<file path="config.mk">
export PLATFORM = sky130hd
export DESIGN_NAME = per_process_tlb_mmu_top
export DESIGN_NICKNAME = d
export VERILOG_FILES = /design/src/rtl/core/ppmmu_pkg.sv /design/src/rtl/core/ppmmu_tlb.sv /design/src/rtl/core/per_process_tlb_mmu_top.sv
export VERILOG_INCLUDE_DIRS = /design/src /design/src/rtl/core
export SDC_FILE = /design/constraint.sdc
export NUM_CORES = 1
export LEC_CHECK = 0
export CORE_UTILIZATION = 45
export DETAILED_ROUTE_END_ITERATION = 6
export DONT_BUFFER_PORTS = 1
export PLACE_DENSITY_LB_ADDON = 0.2
export SYNTH_ARGS = -nofsm -noshare
export SYNTH_HDL_FRONTEND = slang
export SYNTH_SLANG_ARGS = --single-unit
</file>
<file path="constraint.sdc">
create_clock -name clk_i -period 9.3 [get_ports clk_i]
set_input_delay 0.93 -clock clk_i [delete_from_list [all_inputs] [get_ports clk_i]]
set_output_delay 0.93 -clock clk_i [all_outputs]
set_load 0.01 [all_outputs]
</file>
<file path="src/rtl/core/assert_macros.svh">
// assertion macros shared by the rtl
`ifndef ASSERT_MACROS_SVH
`define ASSERT_MACROS_SVH

// property must hold at every clock edge outside reset
`define ASSERT_PROP(label, clk, rst_n, prop, msg) \
  label: assert property (@(posedge clk) disable iff (!rst_n) prop) else $error(msg);

// boolean condition must never be seen outside reset
`define ASSERT_NEVER(label, clk, rst_n, cond, msg) \
  label: assert property (@(posedge clk) disable iff (!rst_n) !(cond)) else $error(msg);

`endif

</file>
<file path="src/rtl/core/ppmmu_pkg.sv">
// types and constants of the per-process mmu
`default_nettype none

package ppmmu_pkg;

  localparam int FUNC_W   = 2;
  localparam int PROC_W   = 2;
  localparam int KIND_W   = 2;
  localparam int ADDR_W   = 13;
  localparam int PAGE_W   = 4;
  localparam int FRAME_W  = 6;
  localparam int RIGHTS_W = 3;
  localparam int PA_W     = 15;
  localparam int STATUS_W = 2;

  localparam int DATA_BASE_BYTES = 1024;

  localparam logic [RIGHTS_W-1:0] RIGHT_READ  = 3'b001;
  localparam logic [RIGHTS_W-1:0] RIGHT_WRITE = 3'b010;
  localparam logic [RIGHTS_W-1:0] RIGHT_EXEC  = 3'b100;

  typedef enum logic [FUNC_W-1:0] {
    FN_TRANSLATE = 2'd0,
    FN_WRITE     = 2'd1,
    FN_FLUSH     = 2'd2,
    FN_CLEAR     = 2'd3
  } func_e;

  typedef enum logic [KIND_W-1:0] {
    ACC_READ  = 2'd0,
    ACC_WRITE = 2'd1,
    ACC_EXEC  = 2'd2
  } kind_e;

  typedef enum logic [STATUS_W-1:0] {
    ST_OK         = 2'd0,
    ST_PAGE_FAULT = 2'd1,
    ST_PROT_FAULT = 2'd2,
    ST_IGNORED    = 2'd3
  } status_e;

  typedef struct packed {
    logic [FRAME_W-1:0]  frame;
    logic [RIGHTS_W-1:0] rights;
  } pt_entry_t;

  typedef struct packed {
    logic [PAGE_W-1:0]   page;
    logic [FRAME_W-1:0]  frame;
    logic [RIGHTS_W-1:0] rights;
  } tlb_entry_t;

  typedef struct packed {
    logic rd_en;
    logic fill_en;
    logic flush_en;
  } tlb_cmd_t;

  typedef struct packed {
    logic                hit;
    logic [FRAME_W-1:0]  frame;
    logic [RIGHTS_W-1:0] rights;
  } tlb_res_t;

endpackage

`default_nettype wire

</file>
<file path="src/rtl/core/ppmmu_tlb.sv">
// per-process fifo tlb: one memory row per process, fill pointers and lookup
`default_nettype none

module ppmmu_tlb #(
  parameter int PROCESSES = 4,
  parameter int TLB_DEPTH = 4,
  parameter int PRW       = 2
) (
  input  wire logic                         clk_i,
  input  wire logic                         rst_ni,
  input  wire ppmmu_pkg::tlb_cmd_t          cmd_i,
  input  wire logic [PRW-1:0]               rd_proc_i,
  input  wire logic [PRW-1:0]               proc_i,
  input  wire logic [ppmmu_pkg::PAGE_W-1:0] page_i,
  input  wire logic                         page_ok_i,
  input  wire ppmmu_pkg::tlb_entry_t        fill_i,
  output ppmmu_pkg::tlb_res_t               res_o
);
  import ppmmu_pkg::*;

  localparam int SLW = (TLB_DEPTH > 1) ? $clog2(TLB_DEPTH) : 1;

  typedef tlb_entry_t [TLB_DEPTH-1:0] row_t;

  row_t           tlb_mem [PROCESSES];
  row_t           rd_row_q;
  row_t           wr_row;
  logic [SLW-1:0] fill_ptr_q [PROCESSES];
  logic           full_q [PROCESSES];
  logic [SLW-1:0] slot;
  logic [SLW-1:0] slot_next;
  logic           wrap;
  logic [TLB_DEPTH-1:0] match;

  always_ff @(posedge clk_i) begin
    if (cmd_i.rd_en) begin
      rd_row_q <= tlb_mem[rd_proc_i];
    end
    if (cmd_i.fill_en) begin
      tlb_mem[proc_i] <= wr_row;
    end
  end

  assign slot      = fill_ptr_q[proc_i];
  assign wrap      = (slot == SLW'(TLB_DEPTH - 1));
  assign slot_next = wrap ? '0 : slot + 1'b1;

  always_comb begin
    wr_row       = rd_row_q;
    wr_row[slot] = fill_i;
  end

  always_ff @(posedge clk_i or negedge rst_ni) begin
    if (!rst_ni) begin
      for (int i = 0; i < PROCESSES; i++) begin
        fill_ptr_q[i] <= '0;
        full_q[i]     <= 1'b0;
      end
    end else if (cmd_i.flush_en) begin
      fill_ptr_q[proc_i] <= '0;
      full_q[proc_i]     <= 1'b0;
    end else if (cmd_i.fill_en) begin
      fill_ptr_q[proc_i] <= slot_next;
      if (wrap) begin
        full_q[proc_i] <= 1'b1;
      end
    end
  end

  // slots below the fill pointer are valid until the first wrap
  always_comb begin
    for (int i = 0; i < TLB_DEPTH; i++) begin
      match[i] = (full_q[proc_i] || (SLW'(i) < slot)) && (rd_row_q[i].page == page_i);
    end
  end

  always_comb begin
    res_o = '0;
    for (int i = TLB_DEPTH - 1; i >= 0; i--) begin
      if (match[i] && page_ok_i) begin
        res_o.hit    = 1'b1;
        res_o.frame  = rd_row_q[i].frame;
        res_o.rights = rd_row_q[i].rights;
      end
    end
  end

endmodule

`default_nettype wire

</file>
<file path="src/rtl/core/per_process_tlb_mmu_top.sv">
// top level of the per-process mmu: request stage, page table and result register
//
// usage:
// - one request channel (in_valid_i / in_stall_o) carries func, process, access kind,
//   address, page, frame and rights; one result channel (out_valid_o / out_stall_i)
//   returns physical address, status and tlb hit flag, exactly one item per request
// - an accepted item reads the process's tlb row and its page-table entry from two
//   synchronous memories; the execute stage then checks rights, fills the tlb on a miss,
//   writes or clears the page table or flushes the tlb, and loads the result register
// - the input stalls after each accept until the item leaves the execute stage, so the
//   block takes no new item while one is in flight; the page-table and tlb memories
//   are read synchronously
// - a finished result waits in the output register while out_stall_i is high; one
//   more item may be accepted and then holds in the execute stage until the result
//   register frees up
// - reset clears all page-table valid bits, all tlb fill pointers and the control
//   state at once; no clearing pass follows, items are taken right after reset
// - page size must be a power of two
`default_nettype none
`include "assert_macros.svh"

module per_process_tlb_mmu_top #(
  parameter int PROCESSES     = 4,
  parameter int TLB_DEPTH     = 4,
  parameter int LOGICAL_PAGES = 10,
  parameter int PAGE_BYTES    = 512,
  parameter int FRAMES        = 64
) (
  input  wire logic                           clk_i,
  input  wire logic                           rst_ni,
  input  wire logic                           in_valid_i,
  output logic                                in_stall_o,
  input  wire logic [ppmmu_pkg::FUNC_W-1:0]   func_i,
  input  wire logic [ppmmu_pkg::PROC_W-1:0]   process_i,
  input  wire logic [ppmmu_pkg::KIND_W-1:0]   access_kind_i,
  input  wire logic [ppmmu_pkg::ADDR_W-1:0]   address_i,
  input  wire logic [ppmmu_pkg::PAGE_W-1:0]   page_i,
  input  wire logic [ppmmu_pkg::FRAME_W-1:0]  frame_i,
  input  wire logic [ppmmu_pkg::RIGHTS_W-1:0] rights_i,
  output logic                                out_valid_o,
  input  wire logic                           out_stall_i,
  output logic [ppmmu_pkg::PA_W-1:0]          physical_address_o,
  output logic [ppmmu_pkg::STATUS_W-1:0]      status_o,
  output logic                                tlb_hit_o
);
  import ppmmu_pkg::*;

  localparam int PRW        = (PROCESSES > 1) ? $clog2(PROCESSES) : 1;
  localparam int PGW        = $clog2(LOGICAL_PAGES);
  localparam int PT_DEPTH   = PROCESSES * LOGICAL_PAGES;
  localparam int PTAW       = (PT_DEPTH > 1) ? $clog2(PT_DEPTH) : 1;
  localparam int OFFW       = $clog2(PAGE_BYTES);
  localparam int LPW        = ADDR_W - OFFW + 1;
  localparam int DATA_PAGES = DATA_BASE_BYTES / PAGE_BYTES;

  // request stage
  logic                in_fire;
  logic                exec_fire;
  logic                out_free;
  logic                busy_q;
  func_e               func_q;
  logic [PRW-1:0]      proc_q;
  logic                proc_ok_q;
  logic [PGW-1:0]      pg_q;
  logic                pg_ok_q;
  logic [PTAW-1:0]     pt_addr_q;
  logic [OFFW-1:0]     offset_q;
  logic [RIGHTS_W-1:0] need_q;
  logic [FRAME_W-1:0]  frame_q;
  logic [RIGHTS_W-1:0] rights_q;
  logic                frame_ok_q;

  logic [PRW-1:0]      proc_d;
  logic                proc_ok_d;
  logic [LPW-1:0]      lp;
  logic [PGW-1:0]      pg_d;
  logic                pg_ok_d;
  logic [PTAW-1:0]     pt_addr_d;
  logic [RIGHTS_W-1:0] need_d;

  // page table
  pt_entry_t           pt_mem [PT_DEPTH];
  pt_entry_t           pt_rd_q;
  logic [LOGICAL_PAGES-1:0] pt_valid_q [PROCESSES];
  logic                pt_we;
  logic                pt_clr;

  // tlb
  tlb_cmd_t            tlb_cmd;
  tlb_entry_t          fill_entry;
  tlb_res_t            tlb_res;

  // result
  status_e             res_status;
  logic                res_hit;
  logic [PA_W-1:0]     res_pa;
  logic                out_valid_q;
  logic [PA_W-1:0]     pa_q;
  status_e             status_q;
  logic                hit_q;

  assign out_free   = !out_valid_q || !out_stall_i;
  assign in_stall_o = busy_q;
  assign in_fire    = in_valid_i && !busy_q;
  assign exec_fire  = busy_q && out_free;

  // request decode
  always_comb begin
    proc_ok_d = (32'(process_i) < PROCESSES);
    proc_d    = proc_ok_d ? PRW'(process_i) : '0;
    lp        = LPW'(address_i >> OFFW);
    if (access_kind_i != ACC_EXEC) begin
      lp = lp + LPW'(DATA_PAGES);
    end
    if (func_i == FN_TRANSLATE) begin
      pg_ok_d = (32'(lp) < LOGICAL_PAGES);
      pg_d    = pg_ok_d ? PGW'(lp) : '0;
    end else begin
      pg_ok_d = (32'(page_i) < LOGICAL_PAGES);
      pg_d    = pg_ok_d ? PGW'(page_i) : '0;
    end
    pt_addr_d = PTAW'(int'(proc_d) * LOGICAL_PAGES + int'(pg_d));
    case (access_kind_i)
      ACC_EXEC:  need_d = RIGHT_EXEC;
      ACC_WRITE: need_d = RIGHT_WRITE;
      default:   need_d = RIGHT_READ;
    endcase
  end

  always_ff @(posedge clk_i) begin
    if (in_fire) begin
      func_q     <= func_e'(func_i);
      proc_q     <= proc_d;
      proc_ok_q  <= proc_ok_d;
      pg_q       <= pg_d;
      pg_ok_q    <= pg_ok_d;
      pt_addr_q  <= pt_addr_d;
      offset_q   <= address_i[OFFW-1:0];
      need_q     <= need_d;
      frame_q    <= frame_i;
      rights_q   <= rights_i;
      frame_ok_q <= (32'(frame_i) < FRAMES);
    end
  end

  always_ff @(posedge clk_i or negedge rst_ni) begin
    if (!rst_ni) begin
      busy_q <= 1'b0;
    end else if (in_fire) begin
      busy_q <= 1'b1;
    end else if (exec_fire) begin
      busy_q <= 1'b0;
    end
  end

  // page-table memory
  always_ff @(posedge clk_i) begin
    if (in_fire) begin
      pt_rd_q <= pt_mem[pt_addr_d];
    end
    if (pt_we) begin
      pt_mem[pt_addr_q] <= '{frame: frame_q, rights: rights_q};
    end
  end

  always_ff @(posedge clk_i or negedge rst_ni) begin
    if (!rst_ni) begin
      for (int i = 0; i < PROCESSES; i++) begin
        pt_valid_q[i] <= '0;
      end
    end else if (pt_clr) begin
      pt_valid_q[proc_q] <= '0;
    end else if (pt_we) begin
      pt_valid_q[proc_q][pg_q] <= (rights_q != '0);
    end
  end

  ppmmu_tlb #(
    .PROCESSES (PROCESSES),
    .TLB_DEPTH (TLB_DEPTH),
    .PRW       (PRW)
  ) u_tlb (
    .clk_i     (clk_i),
    .rst_ni    (rst_ni),
    .cmd_i     (tlb_cmd),
    .rd_proc_i (proc_d),
    .proc_i    (proc_q),
    .page_i    (PAGE_W'(pg_q)),
    .page_ok_i (pg_ok_q),
    .fill_i    (fill_entry),
    .res_o     (tlb_res)
  );

  assign fill_entry = '{page: PAGE_W'(pg_q), frame: pt_rd_q.frame, rights: pt_rd_q.rights};

  // execute stage
  always_comb begin
    tlb_cmd          = '0;
    tlb_cmd.rd_en    = in_fire;
    pt_we            = 1'b0;
    pt_clr           = 1'b0;
    res_status       = ST_OK;
    res_hit          = 1'b0;
    res_pa           = '0;
    case (func_q)
      FN_TRANSLATE: begin
        if (!proc_ok_q) begin
          res_status = ST_PAGE_FAULT;
        end else if (tlb_res.hit) begin
          res_hit = 1'b1;
          if ((tlb_res.rights & need_q) == '0) begin
            res_status = ST_PROT_FAULT;
          end else begin
            res_pa = PA_W'({tlb_res.frame, offset_q});
          end
        end else if (!pg_ok_q || !pt_valid_q[proc_q][pg_q]) begin
          res_status = ST_PAGE_FAULT;
        end else if ((pt_rd_q.rights & need_q) == '0) begin
          res_status = ST_PROT_FAULT;
        end else begin
          tlb_cmd.fill_en = exec_fire;
          res_pa          = PA_W'({pt_rd_q.frame, offset_q});
        end
      end
      FN_WRITE: begin
        if (!proc_ok_q || !pg_ok_q || ((rights_q != '0) && !frame_ok_q)) begin
          res_status = ST_IGNORED;
        end else begin
          pt_we = exec_fire;
        end
      end
      FN_FLUSH: begin
        if (!proc_ok_q) begin
          res_status = ST_IGNORED;
        end else begin
          tlb_cmd.flush_en = exec_fire;
        end
      end
      FN_CLEAR: begin
        if (!proc_ok_q) begin
          res_status = ST_IGNORED;
        end else begin
          tlb_cmd.flush_en = exec_fire;
          pt_clr           = exec_fire;
        end
      end
      default: begin
        res_status = ST_IGNORED;
      end
    endcase
  end

  // result register
  always_ff @(posedge clk_i or negedge rst_ni) begin
    if (!rst_ni) begin
      out_valid_q <= 1'b0;
    end else if (exec_fire) begin
      out_valid_q <= 1'b1;
    end else if (!out_stall_i) begin
      out_valid_q <= 1'b0;
    end
  end

  always_ff @(posedge clk_i) begin
    if (exec_fire) begin
      pa_q     <= res_pa;
      status_q <= res_status;
      hit_q    <= res_hit;
    end
  end

  assign out_valid_o        = out_valid_q;
  assign physical_address_o = pa_q;
  assign status_o           = status_q;
  assign tlb_hit_o          = hit_q;

  `ASSERT_PROP(a_accept_busy, clk_i, rst_ni, in_fire |=> busy_q, "accepted item not held")
  `ASSERT_PROP(a_exec_result, clk_i, rst_ni, exec_fire |=> out_valid_q, "result not loaded")
  `ASSERT_NEVER(a_fault_zero_pa, clk_i, rst_ni, out_valid_q && (status_q != ST_OK) && (pa_q != '0), "faulted item with address")
  `ASSERT_NEVER(a_hit_ignored, clk_i, rst_ni, out_valid_q && hit_q && (status_q == ST_IGNORED), "tlb hit on ignored item")

endmodule

`default_nettype wire

</file>
# After elaboration in Yosys (flattened, before gate mapping)
# Memory sizes are Yosys's and may differ from the RTL's. A register that Yosys moved wholly into a read port is not among the register bits.
# Cells that the tools add are included.
[word_totals]
register_bits = 108
mem_count = 2
elab_cells = 172
mem_bits_rw = 568
in_bits = 36
[mem_list]
columns = ["name", "depth", "width", "rd", "rd_ports_with_merged_regs", "wr", "line_no", "source"]
rows = [
  ["pt_mem", 40, 9, 1, 1, 1, "per_process_tlb_mmu_top.sv:82", "pt_entry_t pt_mem [PT_DEPTH];"],
  ["u_tlb.tlb_mem", 4, 52, 1, 1, 1, "ppmmu_tlb.sv:25", "row_t tlb_mem [PROCESSES];"],
]
[op_classes]
n_bitwise = 10
n_eq_ne = 12
reduce_logical = 35
n_mul = 1
muxes = 71
n_lt_le_gt_ge = 12
addsub = 3
[ops]
columns = ["operator", "count"]
rows = [
  ["2-to-1 mux 10 bit", 8],
  ["2-to-1 mux 40 bit", 2],
  ["2-to-1 mux 15 bit", 4],
  ["bitwise mux 52 bit", 1],
  ["AND 40 bit", 1],
  ["bitwise mux 40 bit", 1],
  ["demux 10 bit (select 2 bit)", 2],
  ["NOT 40 bit", 1],
  ["demux 13 bit (select 2 bit)", 1],
  ["2-to-1 mux 4 bit", 6],
  ["2-to-1 mux 1 bit", 23],
  ["binary-select mux 10 bit (select 2 bit)", 1],
  ["2-to-1 mux 2 bit", 9],
  ["== test 4 bit", 4],
  ["2-to-1 mux 8 bit", 2],
  ["logical AND 1 bit", 13],
  ["2-to-1 mux 13 bit", 1],
  ["AND 8 bit", 1],
  ["bitwise mux 8 bit", 1],
  ["== test 2 bit, second input constant", 4],
  ["NOT 8 bit", 1],
  ["nonzero test 2 bit", 4],
  ["adder 6 x 4 -> 6 bit", 1],
  ["AND 3 bit", 2],
  ["other kinds (36)", 50],
]

# Longest topological paths before layout
[depth]
word_depth = 17
ltp_mapped = 19
ltp_nobuf = 17

# Hierarchy
# A second synthesis with hierarchy kept.
[hier_totals]
cells_unflattened = 1881
hier_area_um2 = 29992.5
[by_module_without_submodules]
columns = ["module", "instances", "cells_per_inst", "area_each_um2", "seq_area_each_um2"]
rows = [
  ["per_process_tlb_mmu_top", 1, 1336, 18993.2, 13723.2],
  ["ppmmu_tlb", 1, 545, 10999.3, 8107.8],
]

# Least setup slack after synthesis
# No wires, ideal clock.
[synth_timing]
path_kind = "flip-flop to flip-flop"
startpoint = "reg proc_q[0]"
endpoint = "mem u_tlb.tlb_mem[1][0] (netlist bit) (enable)"
arrival_ps = 7496
path_slack_ps = 1214
path_stages_with_launch = 11
period_less_slack_ps = 8086
setup_ps = 590
n_path_buf = 3
path_cell_list = "edfxtp_1 buf_2 buf_2 mux4_2 inv_1 ha_1 nor2b_2 or3_1 buf_2 nand4_2 nor4_1"
[synth_between]
elab_chain_cells = 16
elab_cells_between_ends = 39
[synth_lines]
columns = ["element", "line_no", "source"]
rows = [
  ["start: declaration", "per_process_tlb_mmu_top.sv:62", "logic [PRW-1:0] proc_q;"],
  ["start signal: assignment", "per_process_tlb_mmu_top.sv:133", "proc_q <= proc_d;"],
  ["NOT 2 -> 3 bit (not written as such)", "ppmmu_tlb.sv:44, ppmmu_tlb.sv:73, per_process_tlb_mmu_top.sv:216", ""],
  ["binary-select mux 2 bit (select 2 bit)", "ppmmu_tlb.sv:44", "assign slot = fill_ptr_q[proc_i];"],
  ["2-to-1 mux 2 bit (not written as such) (2 in a row)", "ppmmu_tlb.sv:44", ""],
  ["less-than comparator 2 bit", "ppmmu_tlb.sv:73", "match[i] = (full_q[proc_i] || (SLW'(i) < slot)) && (rd_row_q[i].page == page_i);"],
  ["logical OR 1 bit", "ppmmu_tlb.sv:73", ""],
  ["logical AND 1 bit", "ppmmu_tlb.sv:73", ""],
  ["logical AND 1 bit", "ppmmu_tlb.sv:80", "if (match[i] && page_ok_i) begin"],
  ["2-to-1 mux 10 bit (4 in a row)", "ppmmu_tlb.sv:80", ""],
  ["2-to-1 mux 1 bit", "per_process_tlb_mmu_top.sv:209", "end else if (tlb_res.hit) begin"],
  ["2-to-1 mux 1 bit", "per_process_tlb_mmu_top.sv:205", "case (func_q)"],
  ["2-to-1 mux 1 bit", "ppmmu_tlb.sv:39", "if (cmd_i.fill_en) begin"],
  ["2-to-1 mux 1 bit (not written as such)", "ppmmu_tlb.sv:40", "tlb_mem[proc_i] <= wr_row;"],
  ["end: declaration", "ppmmu_tlb.sv:25", ""],
]
# Several ways; a longest one is shown, not always the timed one. The select of a mux whose other input is x is not followed.

# Worst setup path in the final report
[layout_timing]
startpoint = "in access_kind_i[0] (netlist bit)"
endpoint = "reg fill_entry[0] (netlist name)"
[layout_between]
elab_chain_cells = 6
[layout_lines]
columns = ["element", "line_no", "source"]
rows = [
  ["start: declaration", "per_process_tlb_mmu_top.sv:35", "input wire logic [ppmmu_pkg::KIND_W-1:0] access_kind_i,"],
  ["inequality test 2 bit *", "per_process_tlb_mmu_top.sv:112", "if (access_kind_i != ACC_EXEC) begin"],
  ["2-to-1 mux 5 bit *", "per_process_tlb_mmu_top.sv:112", ""],
  ["less-than comparator 5 x 4 -> 1 bit", "per_process_tlb_mmu_top.sv:116", "pg_ok_d = (32'(lp) < LOGICAL_PAGES);"],
  ["2-to-1 mux 4 bit *", "per_process_tlb_mmu_top.sv:117", "pg_d = pg_ok_d ? PGW'(lp) : '0;"],
  ["2-to-1 mux 4 bit *", "per_process_tlb_mmu_top.sv:115", "if (func_i == FN_TRANSLATE) begin"],
  ["via pg_d[1]", "per_process_tlb_mmu_top.sv:76", "logic [PGW-1:0] pg_d;"],
  ["adder 6 x 4 -> 6 bit *", "per_process_tlb_mmu_top.sv:122", "pt_addr_d = PTAW'(int'(proc_d) * LOGICAL_PAGES + int'(pg_d));"],
]
# The timed path passes the listed nets; every way through them passes the cells marked *.
# A chain may end at the register's enable or synchronous reset.

==> flow_metrics.tcl <==
set metrics [dict create \
    placement.io_buffers 0 \
    grt_overflow 0 \
    cts_buffer_depth 3 \
    fp.coreArea_sq_um 66000 \
    syn_nets 1949 \
    die_height_um 261 \
    place_hpwl_mm 46.4 \
    finalCritPeriodShare_pct 60.6 \
    cts_num_sinks 736 \
    area_added_between_synthesis_and_finish_pct 11.7 \
    post-cts-setup-buffers 0 \
    required_ns 9.66 \
    drtPass1Iterations 7 \
    starting_drt_drc_count 1476 \
    finalClockSkew_ns 0.0391 \
    final_layout_size_suffix_gt1_share_pct 15.3 \
    ys.flop_type "sky130_fd_sc_hd__edfxtp_1" \
    min_period_ns 5.63 \
    grt_start_max_net_pins 140 \
    ioPinCount 56 \
    placement_rows 94 \
    die_area_sq_um 68000 \
    via_count 17300 \
    rsz0062_at_grt "false" \
    synth_warnings 0 \
    routed_length_per_instance_um 26.9 \
    drt_drc_violations_left 16 \
    numPlacedInstances 2690 \
    netlist_area_sq_um 30200 \
    worst_path_largest_cell_delay_ns 0.63 \
    peakVddDrop_mv 0.187 \
    cts.hold.buffers_added 1 \
    synth-seq-area-share_pct 72.4 \
    wire_length_of_the_first_global_routing_pass_mm 114 \
    p_leak_nw 10.9 \
    critPathCaptureType "flop" \
    post_layout_nonfiller_instances 2837 \
    postCtsResizedCells 0 \
    worstPathArrival_ns 5.99 \
    timing.critical_path.slowest_stage_cell "sky130_fd_sc_hd__nand2_1" \
    cts-root-buf "sky130_fd_sc_hd__clkbuf_16" \
    antenna_violations_before_repair 1 \
    fillers 5379 \
    finalHoldViolCount 0 \
    grt_usage_pct 22.8 \
    synth_cells 1902 \
    cp-start-kind "primary input" \
    power-per-cell-area_nw_per_um2 251 \
    final_common_cell "sky130_fd_sc_hd__edfxtp_1" \
    finalSetupViolations 0 \
    most-common-layout-cells "682 x sky130_fd_sc_hd__edfxtp_1, 200 x sky130_fd_sc_hd__nand2_1, 100 x sky130_fd_sc_hd__o21ai_0, 82 x sky130_fd_sc_hd__nor2_1, 80 x sky130_fd_sc_hd__clkbuf_16" \
    worst-r2r-cell-count 9 \
    worstSetupPathType "in -> reg" \
    hold_class "in -> async" \
    slew_viol_final 0 \
    place_congestion 0.874 \
    synth-seq-cells 736 \
    cts-buffers-inserted 78 \
    utilization_pct 51.1 \
    clock_latency_ns 0.63 \
    async_reset_ff_share_pct 7.34 \
    drt-total-wl_mm 76.3 \
    run_status "complete, but fails checks" \
    dieWidth_um 261 \
    critical_path_peak_fanout 18 \
    initial_utilization_pct 45.7 \
    number_of_synthesized_flops_with_an_enable_pin 682 \
    syn_area_per_cell_sq_um 15.9 \
    slew_headroom_pct 19.0 \
    layout.nets 1954 \
    worst_setup_hold_path_clk_slew_ns 0.06 \
    failed_checks "DRC" \
    synth.lib_cells_used.distinct 77 \
    fmax_ghz 0.178 \
    post_drt_via_cell_ratio 6.09 \
    finalPower_w 0.00846 \
    cts_tree "yes" \
    remaining_number_of_nets_flagged_by_the_antenna_check_after_routing 0 \
    whs_ns 0.155 \
    critical_path.cell_chain "inv_1 > ha_1 > nand2b_1 > o22ai_1 > nor2_1 > o31ai_1 > ha_1 > inv_1 > fa_1 > xor2_1 > nand2_1 > nor2_1 > a311oi_1 > and4_1 > or4_1" \
    timing.setup.tns_ns 0 \
    worst-slew-pin-transition_ns 1.21 \
    cts_htree_levels 3 \
    grt_pass1_vias 17600 \
    timing.max_cap.violations 0 \
]
[sequential cells by signal (all words and copies together) (netlist names), 2 cells and up, named ones only]
name,count
u_tlb.rd_row_q,52
proc_q,2
pt_mem,360
status_o,2
pt_addr_q,5
u_tlb.fill_ptr_q,8
pg_q,4
physical_address_o,15
fill_entry,9
rights_q,3
frame_q,6
offset_q,9
need_q,3
func_q,2
pt_valid_q,40
u_tlb.tlb_mem,208
[final cells by class]
type	count	area, sq um	area share [%]
diodes	2	5.00	0.0149
clock buffers	96	2060	6.12
clock inverters	48	578	1.72
inverters	28	105	0.312
multi-input cells	1029	7750	23.0
flip-flops and latches	736	21800	64.8
well taps	864	1080	3.21
repair buffers	34	288	0.854
[through the flow]
step / setup WS (ns) / instance area (sq um)
finish: 3.67 / 33700
global route: 3.31 / 33700
CTS: 3.63 / 33700
detailed placement: 3.09 / 31000
global placement: 3.40 / 31000
floorplan: 1.21 / 30200
[layer usage]
metal / global-route usage, % / wire length [um]
met1: 29.8 / 31400
met2: 37.8 / 37500
met3: 3.66 / 4570
met4: 9.57 / 2810
met5: 0 / 0
[worst max-delay path: cells and delay by family]
family / cells / cell delay [ns]
XOR/XNOR: 1 / 0.61
AO/OA/AOI/OAI: 3 / 0.87
buffers and inverters: 2 / 0.09
adder cells (fa/ha/maj): 3 / 1.02
AND/OR/NAND/NOR: 6 / 2.45
[report_power, final]
part / leakage [nW] / internal [W] / switching, W / total, W
clock network: 1.27 / 0.00190 / 0.00130 / 0.00320
registers: 6.90 / 0.00399 / 0.000166 / 0.00415
logic: 2.77 / 0.000359 / 0.000756 / 0.00111
total: 10.9 / 0.00624 / 0.00222 / 0.00846
[final timing paths]
check | slack (ns) | to | start
min in group clk_i | 0.38 | offset_q[6]$_DFFE_PP_ | address_i[6]
max reg2reg | 3.75 | u_tlb.tlb_mem[3][29]$_DFFE_PP_ | proc_q[0]$_DFFE_PP_
min | 0.16 | pt_valid_q[10]$_DFFE_PN0P_ | rst_ni
max | 3.67 | fill_entry[0]$_DFFE_PP_ | access_kind_i[0]
max in group asynchronous | 8.89 | asynchronous set/reset pin | rst_ni
min reg2reg | 0.51 | u_tlb.fill_ptr_q[1]$_DFFE_PN0P_ | u_tlb.fill_ptr_q[1]$_DFFE_PN0P_
[Yosys cell counts (19+ instances only)]
cell / instances / area (sq um)
sky130_fd_sc_hd__a211oi_1: 25 / 188
sky130_fd_sc_hd__a21oi_1: 60 / 300
sky130_fd_sc_hd__a22oi_1: 20 / 150
sky130_fd_sc_hd__a31oi_1: 21 / 131
sky130_fd_sc_hd__buf_1: 21 / 78.8
sky130_fd_sc_hd__buf_2: 23 / 115
sky130_fd_sc_hd__clkbuf_1: 54 / 203
sky130_fd_sc_hd__dfrtp_1: 54 / 1350
sky130_fd_sc_hd__edfxtp_1: 682 / 20500
sky130_fd_sc_hd__inv_1: 26 / 97.6
sky130_fd_sc_hd__mux2_2: 52 / 586
sky130_fd_sc_hd__mux2i_1: 30 / 300
sky130_fd_sc_hd__mux4_2: 79 / 1780
sky130_fd_sc_hd__nand2_1: 200 / 751
sky130_fd_sc_hd__nand3_1: 63 / 315
sky130_fd_sc_hd__nand4_1: 20 / 125
sky130_fd_sc_hd__nor2_1: 82 / 308
sky130_fd_sc_hd__o21ai_0: 100 / 500
sky130_fd_sc_hd__o31a_1: 19 / 166
[cell families after synthesis]
| family | after synthesis | share of synthesized area [%] |
|---|---|---|
| flops | 736 | 72.4 |
| simple gates | 470 | 7.43 |
| compound gates | 365 | 8.21 |
| mux | 163 | 8.91 |
| buf+inv | 137 | 1.99 |
| xor+xnor | 20 | 0.581 |
| fa+ha+maj | 11 | 0.481 |
Note: power is estimated with default switching activity, not from simulation.
